[src/hw/rtl/clnw_pkg.sv]
package clnw_pkg;

  // Field widths fixed by the pin interface
  localparam int unsigned OPCODE_W  = 2;
  localparam int unsigned COLUMN_W  = 6;
  localparam int unsigned NIBBLE_W  = 4;
  localparam int unsigned HOLD_W    = 17;
  localparam int unsigned EHOLD_W   = 10;
  localparam int unsigned SETTLE_W  = 14;
  localparam int unsigned SLOW_W    = 16;
  localparam int unsigned PADDR_W   = 4;
  localparam int unsigned PDATA_W   = 32;
  localparam int unsigned PHASE_W   = 5;

  localparam int unsigned MAX_COLUMN_DEF = 39;

  // Request opcodes
  localparam logic [OPCODE_W-1:0] OP_INIT   = 2'd0;
  localparam logic [OPCODE_W-1:0] OP_CMD    = 2'd1;
  localparam logic [OPCODE_W-1:0] OP_DATA   = 2'd2;
  localparam logic [OPCODE_W-1:0] OP_CURSOR = 2'd3;

  // Register indexes (word address)
  localparam logic [1:0] REG_ENABLE_HOLD = 2'd0;
  localparam logic [1:0] REG_SETTLE      = 2'd1;
  localparam logic [1:0] REG_SLOW_CMD    = 2'd2;
  localparam logic [1:0] REG_POWERUP     = 2'd3;

  // Register reset values
  localparam logic [EHOLD_W-1:0]  ENABLE_HOLD_RST = 10'd1;
  localparam logic [SETTLE_W-1:0] SETTLE_RST      = 14'd250;
  localparam logic [SLOW_W-1:0]   SLOW_CMD_RST    = 16'd5000;
  localparam logic [HOLD_W-1:0]   POWERUP_RST     = 17'd50000;

  // LCD command constants
  localparam logic [7:0] CMD_CLEAR     = 8'h01;
  localparam logic [7:0] CMD_HOME      = 8'h02;
  localparam logic [7:0] CMD_FUNC_SET  = 8'h28;
  localparam logic [7:0] CMD_DISP_OFF  = 8'h08;
  localparam logic [7:0] CMD_ENTRY     = 8'h06;
  localparam logic [7:0] CMD_DISP_ON   = 8'h0C;
  localparam logic [7:0] DDRAM_ROW0    = 8'h80;
  localparam logic [7:0] DDRAM_ROW1    = 8'hC0;
  localparam logic [NIBBLE_W-1:0] NIB_WAKE     = 4'h3;
  localparam logic [NIBBLE_W-1:0] NIB_FOUR_BIT = 4'h2;
  localparam logic [SLOW_W-1:0]   FIRST_GAP_US = 16'd5000;
  localparam logic [SLOW_W-1:0]   SHORT_GAP_US = 16'd150;

  // Init phase layout: wait, 8 wake-up phases, then 5 bytes of 4 phases
  localparam logic [PHASE_W-1:0] INIT_BYTE_START = 5'd9;
  localparam logic [PHASE_W-1:0] INIT_LAST_PHASE = 5'd28;
  localparam logic [PHASE_W-1:0] BYTE_LAST_PHASE = 5'd3;

  typedef struct packed {
    logic [OPCODE_W-1:0] opcode;
    logic [7:0]          byte_value;
    logic                cursor_row;
    logic [COLUMN_W-1:0] cursor_column;
  } in_item_t;

  typedef struct packed {
    logic                register_select;
    logic                enable_level;
    logic [NIBBLE_W-1:0] data_nibble;
    logic [HOLD_W-1:0]   hold_time_us;
    logic                final_phase;
  } out_item_t;

  typedef struct packed {
    logic [EHOLD_W-1:0]  enable_hold_us;
    logic [SETTLE_W-1:0] settle_us;
    logic [SLOW_W-1:0]   slow_command_us;
    logic [HOLD_W-1:0]   powerup_us;
  } cfg_t;

  typedef struct packed {
    logic load;   // capture a new request, restart phase count
    logic emit;   // load the current phase into the output register
  } ctl_cmd_t;

  typedef struct packed {
    logic last;      // current phase is the final one of the request
    logic out_free;  // output register can take a phase this cycle
  } ctl_sts_t;

  typedef enum logic {
    ST_IDLE,
    ST_RUN
  } ctl_state_t;

endpackage

[src/hw/rtl/char_lcd_nibble_writer_core.sv]
// 4-bit character LCD pin sequencer.
// Input channel (in_valid / in_stall / in_item): one request per item, one of
//   init sequence, command byte, data byte or set cursor.
// Output channel (out_valid / out_stall / out_item): one pin phase per item:
//   register select, enable level, D4..D7 nibble, hold time in us, and a
//   final_phase flag on the last phase of each request.
// Config port (APB-style, pready tied high): four timing registers at byte
//   addresses 0x0, 0x4, 0x8, 0xC; write only while the block is idle.
// First phase: once a request is taken, its first phase is loaded into the
//   output register when that register is free, and out_valid rises with it.
// Throughput: one phase per cycle while out_stall is low, paced by the phase
//   counter in the datapath. A byte or cursor request has four phases and init
//   has 29 (a wait, eight wake-up phases, five bytes of four phases). The
//   next request is taken in the cycle after the final phase has been loaded,
//   while that phase may still sit in the output register.
// Stall: out_stall freezes the output register and the phase counter; the
//   request channel stays stalled until the sequence is finished.
// Reset: sequencer goes idle, output register empties, timing registers go
//   back to 1 / 250 / 5000 / 50000 us.
module char_lcd_nibble_writer_core
  import clnw_pkg::*;
#(
  parameter int unsigned MAX_COLUMN = MAX_COLUMN_DEF
) (
  input  logic               clk,
  input  logic               rst_n,
  // request channel
  input  logic               in_valid,
  output logic               in_stall,
  input  in_item_t           in_item,
  // phase channel
  output logic               out_valid,
  input  logic               out_stall,
  output out_item_t          out_item,
  // config port
  input  logic               psel,
  input  logic               penable,
  input  logic               pwrite,
  input  logic [PADDR_W-1:0] paddr,
  input  logic [PDATA_W-1:0] pwdata,
  output logic [PDATA_W-1:0] prdata,
  output logic               pready
);

  cfg_t     cfg;
  ctl_cmd_t cmd;
  ctl_sts_t sts;

  // timing registers
  clnw_cfg_regs u_cfg (
    .clk     (clk),
    .rst_n   (rst_n),
    .psel    (psel),
    .penable (penable),
    .pwrite  (pwrite),
    .paddr   (paddr),
    .pwdata  (pwdata),
    .prdata  (prdata),
    .pready  (pready),
    .cfg     (cfg)
  );

  // idle/run sequencer: takes a request, then steps phases as output frees
  clnw_ctrl u_ctrl (
    .clk      (clk),
    .rst_n    (rst_n),
    .in_valid (in_valid),
    .in_stall (in_stall),
    .sts      (sts),
    .cmd      (cmd)
  );

  // request register, phase counter, phase decode and output register
  clnw_datapath #(
    .MAX_COLUMN (MAX_COLUMN)
  ) u_dp (
    .clk       (clk),
    .rst_n     (rst_n),
    .in_item   (in_item),
    .cfg       (cfg),
    .cmd       (cmd),
    .sts       (sts),
    .out_valid (out_valid),
    .out_stall (out_stall),
    .out_item  (out_item)
  );

endmodule

[src/hw/rtl/clnw_cfg_regs.sv]
module clnw_cfg_regs
  import clnw_pkg::*;
(
  input  logic               clk,
  input  logic               rst_n,
  input  logic               psel,
  input  logic               penable,
  input  logic               pwrite,
  input  logic [PADDR_W-1:0] paddr,
  input  logic [PDATA_W-1:0] pwdata,
  output logic [PDATA_W-1:0] prdata,
  output logic               pready,
  output cfg_t               cfg
);

  cfg_t cfg_r, cfg_nxt;
  logic wr_en;

  assign pready = 1'b1;
  assign wr_en  = psel & penable & pwrite;

  always_comb begin
    cfg_nxt = cfg_r;
    if (wr_en) begin
      unique case (paddr[3:2])
        REG_ENABLE_HOLD: cfg_nxt.enable_hold_us  = pwdata[EHOLD_W-1:0];
        REG_SETTLE:      cfg_nxt.settle_us       = pwdata[SETTLE_W-1:0];
        REG_SLOW_CMD:    cfg_nxt.slow_command_us = pwdata[SLOW_W-1:0];
        REG_POWERUP:     cfg_nxt.powerup_us      = pwdata[HOLD_W-1:0];
        default:         cfg_nxt = cfg_r;
      endcase
    end
  end

  always_ff @(posedge clk) begin
    if (!rst_n) begin
      cfg_r.enable_hold_us  <= ENABLE_HOLD_RST;
      cfg_r.settle_us       <= SETTLE_RST;
      cfg_r.slow_command_us <= SLOW_CMD_RST;
      cfg_r.powerup_us      <= POWERUP_RST;
    end else begin
      cfg_r <= cfg_nxt;
    end
  end

  always_comb begin
    unique case (paddr[3:2])
      REG_ENABLE_HOLD: prdata = PDATA_W'(cfg_r.enable_hold_us);
      REG_SETTLE:      prdata = PDATA_W'(cfg_r.settle_us);
      REG_SLOW_CMD:    prdata = PDATA_W'(cfg_r.slow_command_us);
      REG_POWERUP:     prdata = PDATA_W'(cfg_r.powerup_us);
      default:         prdata = '0;
    endcase
  end

  assign cfg = cfg_r;

endmodule

[src/hw/rtl/clnw_ctrl.sv]
module clnw_ctrl
  import clnw_pkg::*;
(
  input  logic     clk,
  input  logic     rst_n,
  input  logic     in_valid,
  output logic     in_stall,
  input  ctl_sts_t sts,
  output ctl_cmd_t cmd
);

  ctl_state_t state_r, state_nxt;

  always_ff @(posedge clk) begin
    if (!rst_n) begin
      state_r <= ST_IDLE;
    end else begin
      state_r <= state_nxt;
    end
  end

  always_comb begin
    state_nxt = state_r;
    in_stall  = 1'b1;
    cmd       = '0;
    unique case (state_r)
      ST_IDLE: begin
        in_stall = 1'b0;
        if (in_valid) begin
          cmd.load  = 1'b1;
          state_nxt = ST_RUN;
        end
      end
      ST_RUN: begin
        cmd.emit = sts.out_free;
        if (sts.out_free && sts.last) begin
          state_nxt = ST_IDLE;
        end
      end
      default: state_nxt = ST_IDLE;
    endcase
  end

endmodule

[src/hw/rtl/clnw_datapath.sv]
module clnw_datapath
  import clnw_pkg::*;
#(
  parameter int unsigned MAX_COLUMN = MAX_COLUMN_DEF
) (
  input  logic      clk,
  input  logic      rst_n,
  input  in_item_t  in_item,
  input  cfg_t      cfg,
  input  ctl_cmd_t  cmd,
  output ctl_sts_t  sts,
  output logic      out_valid,
  input  logic      out_stall,
  output out_item_t out_item
);

  in_item_t           req_r;
  logic [PHASE_W-1:0] phase_r, phase_nxt;
  out_item_t          out_r, out_nxt;
  logic               out_valid_r, out_valid_nxt;

  logic [PHASE_W-1:0] q;
  logic [1:0]         sub;
  logic [1:0]         wake_idx;
  logic [7:0]         cur_byte;
  logic [COLUMN_W-1:0] col;
  logic               is_wait, is_wake, rs, slow;
  logic [SLOW_W-1:0]  extra;

  function automatic logic [7:0] init_cmd(input logic [2:0] j);
    case (j)
      3'd0:    init_cmd = CMD_FUNC_SET;
      3'd1:    init_cmd = CMD_DISP_OFF;
      3'd2:    init_cmd = CMD_CLEAR;
      3'd3:    init_cmd = CMD_ENTRY;
      default: init_cmd = CMD_DISP_ON;
    endcase
  endfunction

  assign q        = phase_r - INIT_BYTE_START;
  assign wake_idx = 2'((phase_r - 5'd1) >> 1);
  assign col      = (req_r.cursor_column > COLUMN_W'(MAX_COLUMN))
                    ? COLUMN_W'(MAX_COLUMN) : req_r.cursor_column;

  // Phase decode: pick the byte and nibble slot, then form the pins
  always_comb begin
    is_wait  = 1'b0;
    is_wake  = 1'b0;
    sub      = phase_r[1:0];
    rs       = 1'b0;
    cur_byte = req_r.byte_value;
    case (req_r.opcode)
      OP_INIT: begin
        if (phase_r == '0) begin
          is_wait = 1'b1;
        end else if (phase_r < INIT_BYTE_START) begin
          is_wake = 1'b1;
        end else begin
          sub      = q[1:0];
          cur_byte = init_cmd(q[4:2]);
        end
      end
      OP_DATA:   rs = 1'b1;
      OP_CURSOR: cur_byte = (req_r.cursor_row ? DDRAM_ROW1 : DDRAM_ROW0) + 8'(col);
      default:   cur_byte = req_r.byte_value;
    endcase

    slow  = !rs && (cur_byte == CMD_CLEAR || cur_byte == CMD_HOME) && (sub == 2'd3);
    extra = slow ? cfg.slow_command_us : '0;

    out_nxt.register_select = rs;
    out_nxt.final_phase     = sts.last;
    if (is_wait) begin
      out_nxt.enable_level = 1'b0;
      out_nxt.data_nibble  = '0;
      out_nxt.hold_time_us = cfg.powerup_us;
    end else if (is_wake) begin
      out_nxt.enable_level = phase_r[0];
      out_nxt.data_nibble  = (wake_idx == 2'd3) ? NIB_FOUR_BIT : NIB_WAKE;
      out_nxt.hold_time_us = phase_r[0] ? HOLD_W'(cfg.enable_hold_us)
                           : HOLD_W'(cfg.settle_us)
                             + HOLD_W'((wake_idx == 2'd0) ? FIRST_GAP_US : SHORT_GAP_US);
    end else begin
      out_nxt.enable_level = ~sub[0];
      out_nxt.data_nibble  = sub[1] ? cur_byte[3:0] : cur_byte[7:4];
      out_nxt.hold_time_us = sub[0] ? HOLD_W'(cfg.settle_us) + HOLD_W'(extra)
                           : HOLD_W'(cfg.enable_hold_us);
    end
  end

  assign sts.last     = (req_r.opcode == OP_INIT) ? (phase_r == INIT_LAST_PHASE)
                                                  : (phase_r == BYTE_LAST_PHASE);
  assign sts.out_free = ~out_valid_r | ~out_stall;

  always_comb begin
    phase_nxt     = phase_r;
    out_valid_nxt = out_valid_r & out_stall;
    if (cmd.load) begin
      phase_nxt = '0;
    end else if (cmd.emit) begin
      phase_nxt     = phase_r + 5'd1;
      out_valid_nxt = 1'b1;
    end
  end

  always_ff @(posedge clk) begin
    if (!rst_n) begin
      out_valid_r <= 1'b0;
      phase_r     <= '0;
    end else begin
      out_valid_r <= out_valid_nxt;
      phase_r     <= phase_nxt;
    end
  end

  always_ff @(posedge clk) begin
    if (cmd.load) begin
      req_r <= in_item;
    end
    if (cmd.emit) begin
      out_r <= out_nxt;
    end
  end

  assign out_valid = out_valid_r;
  assign out_item  = out_r;

endmodule
[config.mk]
export PLATFORM = sky130hd
export DESIGN_NAME = char_lcd_nibble_writer_core
export DESIGN_NICKNAME = d
export VERILOG_FILES = /design/src/hw/rtl/clnw_pkg.sv /design/src/hw/rtl/char_lcd_nibble_writer_core.sv /design/src/hw/rtl/clnw_cfg_regs.sv /design/src/hw/rtl/clnw_ctrl.sv /design/src/hw/rtl/clnw_datapath.sv
export SDC_FILE = /design/constraint.sdc
export NUM_CORES = 1
export LEC_CHECK = 0
export ABC_AREA = 1
export BUFFER_PORTS_ARGS = -buffer_cell sky130_fd_sc_hd__buf_2
export CAP_MARGIN = 15
export CORE_ASPECT_RATIO = 1.25
export CORE_UTILIZATION = 45
export CTS_BUF_LIST = sky130_fd_sc_hd__clkbuf_2 sky130_fd_sc_hd__clkbuf_4 sky130_fd_sc_hd__clkbuf_8
export DETAILED_ROUTE_END_ITERATION = 10
export PLACE_DENSITY = 0.7
export SYNTH_ARGS = -nofsm -noshare
export SYNTH_HDL_FRONTEND = slang
export SYNTH_SLANG_ARGS = --single-unit
[constraint.sdc]
create_clock -name clk -period 3.9 [get_ports clk]
set_clock_uncertainty 0.05 [all_clocks]
set_input_delay 0.195 -clock clk [delete_from_list [all_inputs] [get_ports clk]]
set_output_delay 0.195 -clock clk [all_outputs]
set_load 0.05 [all_outputs]
After elaboration in Yosys (flattened, before gate mapping)
Cells that the tools add are included.
Storage, ports and cells
  input port bits: 60
  register bits: 105
  output and inout port bits: 59
Operators by class
  bitwise logic cells: 9
  reduce and logical (&&, ||, !) cells: 15
  magnitude comparators: 2
  multiplexer cells: 33
  $add $sub $neg: 6
  equality and inequality tests: 14
Operators with widths (number)
  case mux 32 bit (4 select lines): 1
  two-way mux 17 bit: 3
  case mux 6 bit (4 select lines): 1
  two-way mux 22 bit: 1
  adder 14 x 16 -> 17 bit: 1
  adder 14 x 17 -> 17 bit: 1
  two-way mux 16 bit: 1
  two-way mux 8 bit: 2
  case mux 8 bit (2 select lines): 1
  two-way mux 1 bit: 15
  two-way mux 13 bit: 1
  == test 2 bit, second input constant: 6
  adder 8 x 6 -> 8 bit: 1
  == test 8 x 1 -> 1 bit, second input constant: 1
  == test 8 x 2 -> 1 bit, second input constant: 1
  AND reduction 2 bit: 4
  two-way mux 7 bit: 1
  == test 3 x 2 -> 1 bit, second input constant: 2
  greater-than comparator 6 bit, second input constant: 1
  logical NOT 2 bit: 3
  two-way mux 2 bit: 3
  two-way mux 6 bit: 1
  adder 5 x 1 -> 5 bit, second input constant: 1
  == test 5 x 2 -> 1 bit, second input constant: 1
  17 further kinds: 25

Longest topological paths before layout
  depth in word-level cells: 15
  gate-level depth with buffers: 28

By module
Synthesis repeated with hierarchy kept, for this count alone.
Second synthesis, totals
  cell total of the unflattened synthesis: 948
  area total of the unflattened synthesis: 6580.1 um2
By module, submodules not included
  clnw_datapath: area an instance 3816.2 um2, cells each 526, instances 1, sequential area each 1351.3 um2
  clnw_cfg_regs: area an instance 2712.6 um2, cells each 413, instances 1, sequential area each 1141.1 um2
  clnw_ctrl: area an instance 51.3 um2, cells each 9, instances 1, sequential area each 20.0 um2

Least setup slack after synthesis
Ideal clock, no wire load.
  path kind: reg2reg
  from: reg u_dp.phase_r[0]
  to: reg u_dp.out_r (netlist bit u_dp.out_item[15]), data pin
  setup slack: 191 ps
  cell stages (with the launch flop): 28
  data arrival time: 3403 ps
  library setup time: 256 ps
  data required time: 3594 ps
  path through: dfxtp_1 inv_4 ha_1 nand2_1 nand2_1 xor2_1 nand2_1 nand2_1 nand2_1 nand2_1 nand2_1 nor2_4 nand2_2 buf_6 nor2_2 ha_1 inv_1 fa_1 inv_1 nand3_1 nand2_1 nand3_1 nand4_1 nand2_1 a21oi_1 nand4_1 nand3_1 a21oi_2
RTL lines
  from (decl): line clnw_datapath.sv:18  | logic [PHASE_W-1:0] phase_r, phase_nxt;
  from (signal assigned): line clnw_datapath.sv:112  | phase_r <= phase_nxt;
  to (signal assigned): line clnw_datapath.sv:121  | out_r <= out_nxt;
  to (decl): line clnw_datapath.sv:19  | out_item_t out_r, out_nxt;

==> results.py <==
metrics = {
    "run_status": {
        "status": "completed",
    },
    "power_and_ir_drop": {
        "peakVddDrop_mv": 0.157,
        "p_comb_frac": 0.208,
        "leakagePower_nw": 3.36,
        "pwr-share-clk": 0.297,
        "power_density_nw_per_um2": 334,
        "swShare": 0.323,
        "p_seq_frac": 0.495,
        "p_int_w": 0.00166,
        "switchingPower_w": 0.000792,
    },
    "floorplanning": {
        "core_um2": 13300,
        "die_area_um2": 14300,
        "start_util": 0.465,
        "row_count": 47,
        "die_h_um": 133,
        "ioPinCount": 119,
        "die_w_um": 107,
    },
    "cells_and_area": {
        "multi_input_area_um2": 3240,
        "antennaDiodeCount": 0,
        "fin_cells": 1111,
        "design_area_um2": 7340,
        "final_util": 0.550,
        "nFillCells": 1274,
        "nNetsFinal": 1023,
        "syn_to_final_growth_pct": 18.2,
        "ff_latch_area_um2": 2510,
        "drive_above_1_share": 0.197,
    },
    "sta": {
        "post-route-period-util": 0.936,
        "slew_viol_final": 0,
        "hold_viol": 0,
        "finalSetupViolCount": 0,
        "relSlewSlack": 0.373,
        "tightest_slew_ns": 0.941,
        "max_clock_freq_mhz": 274,
        "period_minus_slack_ns": 3.65,
    },
    "worst_setup_path": {
        "reg2reg_depth": 24,
        "cp.arrival_ns": 3.71,
        "worstPathRequired_ns": 3.96,
        "cp_max_fo": 12,
        "end_kind": "register",
        "start_kind": "register",
        "r2r_start": "u_dp.req_r[16]",
        "reg2reg_slack_ns": 0.25,
        "reg2reg_to": "u_dp.out_item[12]",
        "crit_type": "register to register",
    },
    "synth": {
        "synthTopCellsByArea": "dfxtp_1 21%, edfxtp_1 20%, nand2_1 10%",
        "yosysTopAreaCellShare": 0.206,
        "ys_seq_area_frac": 0.405,
        "synth_edf_count": 41,
        "ys_warn_count": 0,
        "ys_top_cells_by_count": "166 x nand2_1, 100 x nor2_1, 78 x inv_1",
        "async_flop_share": 0,
        "synth_cell_types": 46,
        "syn-cell-area_um2": 6210,
        "yosysMostFrequentCell": "nand2_1",
        "synthCells": 819,
        "synth_ff_type": "dfxtp_1",
        "synth_largest_area_cell": "dfxtp_1",
        "avgSynthCellArea_um2": 7.58,
        "ys_seq_elements": 105,
    },
    "drt": {
        "drt-total-wl_mm": 17.0,
        "viasPerCell": 5.30,
        "routedWlPerCell_um": 15.3,
        "ant_nets": 0,
        "first_pass_iters": 5,
        "drt-initial-drc-count": 395,
        "route.detailed.drc": 0,
        "routed-via-count": 5883,
    },
    "global_routing": {
        "grt-ovfl-total": 0,
        "grt_max_degree": 59,
        "grt_use_total": 0.239,
        "antenna_found_initial": 0,
        "grt_pass1_vias": 5503,
        "grt_pass1_wl_mm": 26.8,
    },
    "cts": {
        "cts-root-buf": "clkbuf_8",
        "clock_latency_ns": 0.39,
        "cts_max_level": 3,
        "clk_pin_slew_ns": 0.11,
        "cts_tree": "done",
        "cts_made_buffers": 9,
        "clock-sinks": 105,
        "clockBufferDepth": 2,
    },
    "hold_path": {
        "whs_path_depth": 3,
        "worst_hold_path_type": "input pin to register",
        "holdPathEnd": "u_cfg.cfg[10]",
        "hold_path.startpoint": "pwdata[10]",
    },
    "place": {
        "globalplace.congestion": 0.911,
        "portBuffers": 85,
        "dp.cells": 1074,
        "hpwl_mm": 12.5,
        "placed_cell_area_um2": 6880,
    },
    "flow_run": {
        "maxCapViolCount": 0,
    },
}
==> cells by family after synthesis <==
| family | synth area share |
|---|---|
| AND/OR/NAND/NOR | 0.255 |
| AO/OA/AOI/OAI | 0.176 |
| buffers and inverters | 0.0888 |
| flip-flops | 0.405 |
| adder cells (fa/ha/maj) | 0.0588 |
| XOR/XNOR | 0.0155 |
| other | 0.00121 |
==> sequential cells by signal (all words and copies together), names as in the netlist <==
register	cells
u_cfg.cfg	57
u_dp.out_item	24
u_dp.req_r	17
u_dp.phase_r	5
u_ctrl.state_r	1
u_dp.out_valid	1
==> layout by cell type (no fill, tap or decap), types with 3 or more instances in the layout <==
master	n
nand3_1	45
inv_1	75
nand2_4	6
a21oi_1	57
nand4_1	7
o21ai_1	4
or2_2	3
conb_1	16
nand2_2	8
nor2_4	3
a221oi_1	5
dlygate4sd3_1	19
a211oi_1	4
nor2_1	99
a21o_1	3
o211ai_1	14
buf_2	85
o21ai_0	68
xor2_1	7
inv_2	8
o221ai_1	3
nand2_1	164
edfxtp_1	41
o2111ai_1	9
nand3_2	3
buf_4	26
a21oi_2	4
a31oi_1	8
ha_1	24
nor3_1	6
clkbuf_8	10
nor2_2	13
dfxtp_1	63
==> critical path, cell delays in order, from the launching register on <==
cell and delay (ns):
edfxtp_1 0.40, inv_1 0.07, ha_2 0.33, inv_2 0.07, nand2_1 0.09, inv_2 0.08
nand2_1 0.07, nand2_1 0.06, nor2_1 0.14, nand2_1 0.11, nor2_4 0.13, nand2_2 0.09
buf_12 0.16, nor2_1 0.09, ha_2 0.31, a21oi_2 0.15, o21ai_0 0.11, nand2_1 0.08
nand3_1 0.11, nand2_1 0.09, nand2_1 0.06, o21ai_0 0.16, a21oi_1 0.08, o21ai_0 0.16
o21ai_0 0.11
==> final cells by class <==
class | instances | share of cell area
clock buffers | 10 | 0.0188
clock inverters | 6 | 0.0102
well taps | 171 | 0.0292
flip-flops and latches | 105 | 0.343
multi-input cells | 602 | 0.442
repair buffers | 131 | 0.113
inverters | 86 | 0.0443
==> repair_timing <==
action	4_1_cts	5_1_grt
hold endpoints to repair	19	0
resized for setup	0	20
hold buffers	19	0
setup buffers	0	2
setup endpoints to repair	0	11
==> per-layer routing <==
layer,vias up,track usage,wire length (um)
met2,172,0.416,8330
met3,27,0.0294,967
met5,-,0,0
met1,2726,0.304,7240
li1,2958,-,-
met4,0,0.0845,423
==> through the flow <==
stage	setup slack, ns	total power (W)	hold slack [ns]	setup TNS (ns)
after floorplan	0.191	0.00160	0.244	0
after global placement	0.147	0.00172	0.322	0
after detailed placement	0.103	0.00173	0.323	0
after CTS	0.0875	0.00245	0.00346	0
after global routing	-0.0588	0.00255	0.00556	-0.0821
final	0.250	0.00245	0.00134	0
==> worst max path at each step <==
stage / from / to
floorplan: u_dp.phase_r[0] / u_dp.out_item[15]
finish: u_dp.req_r[16] / u_dp.out_item[12]
global route: u_dp.req_r[15] / u_dp.out_item[12]
global placement: u_dp.phase_r[0] / u_dp.out_item[15]
CTS: u_dp.req_r[15] / u_dp.out_item[15]
detailed placement: u_dp.req_r[15] / u_dp.out_item[15]
==> power groups by stage <==
stage	Clock, W	Sequential (W)	Combinational (W)
6_report	0.000728	0.00121	0.000511
5_1_grt	0.000776	0.00122	0.000552
4_1_cts	0.000735	0.00121	0.000503
3_5_place_dp	0	0.00124	0.000487
3_3_place_gp	0	0.00124	0.000484
2_1_floorplan	0	0.00131	0.000287
Power figures use the tool's default switching activity.
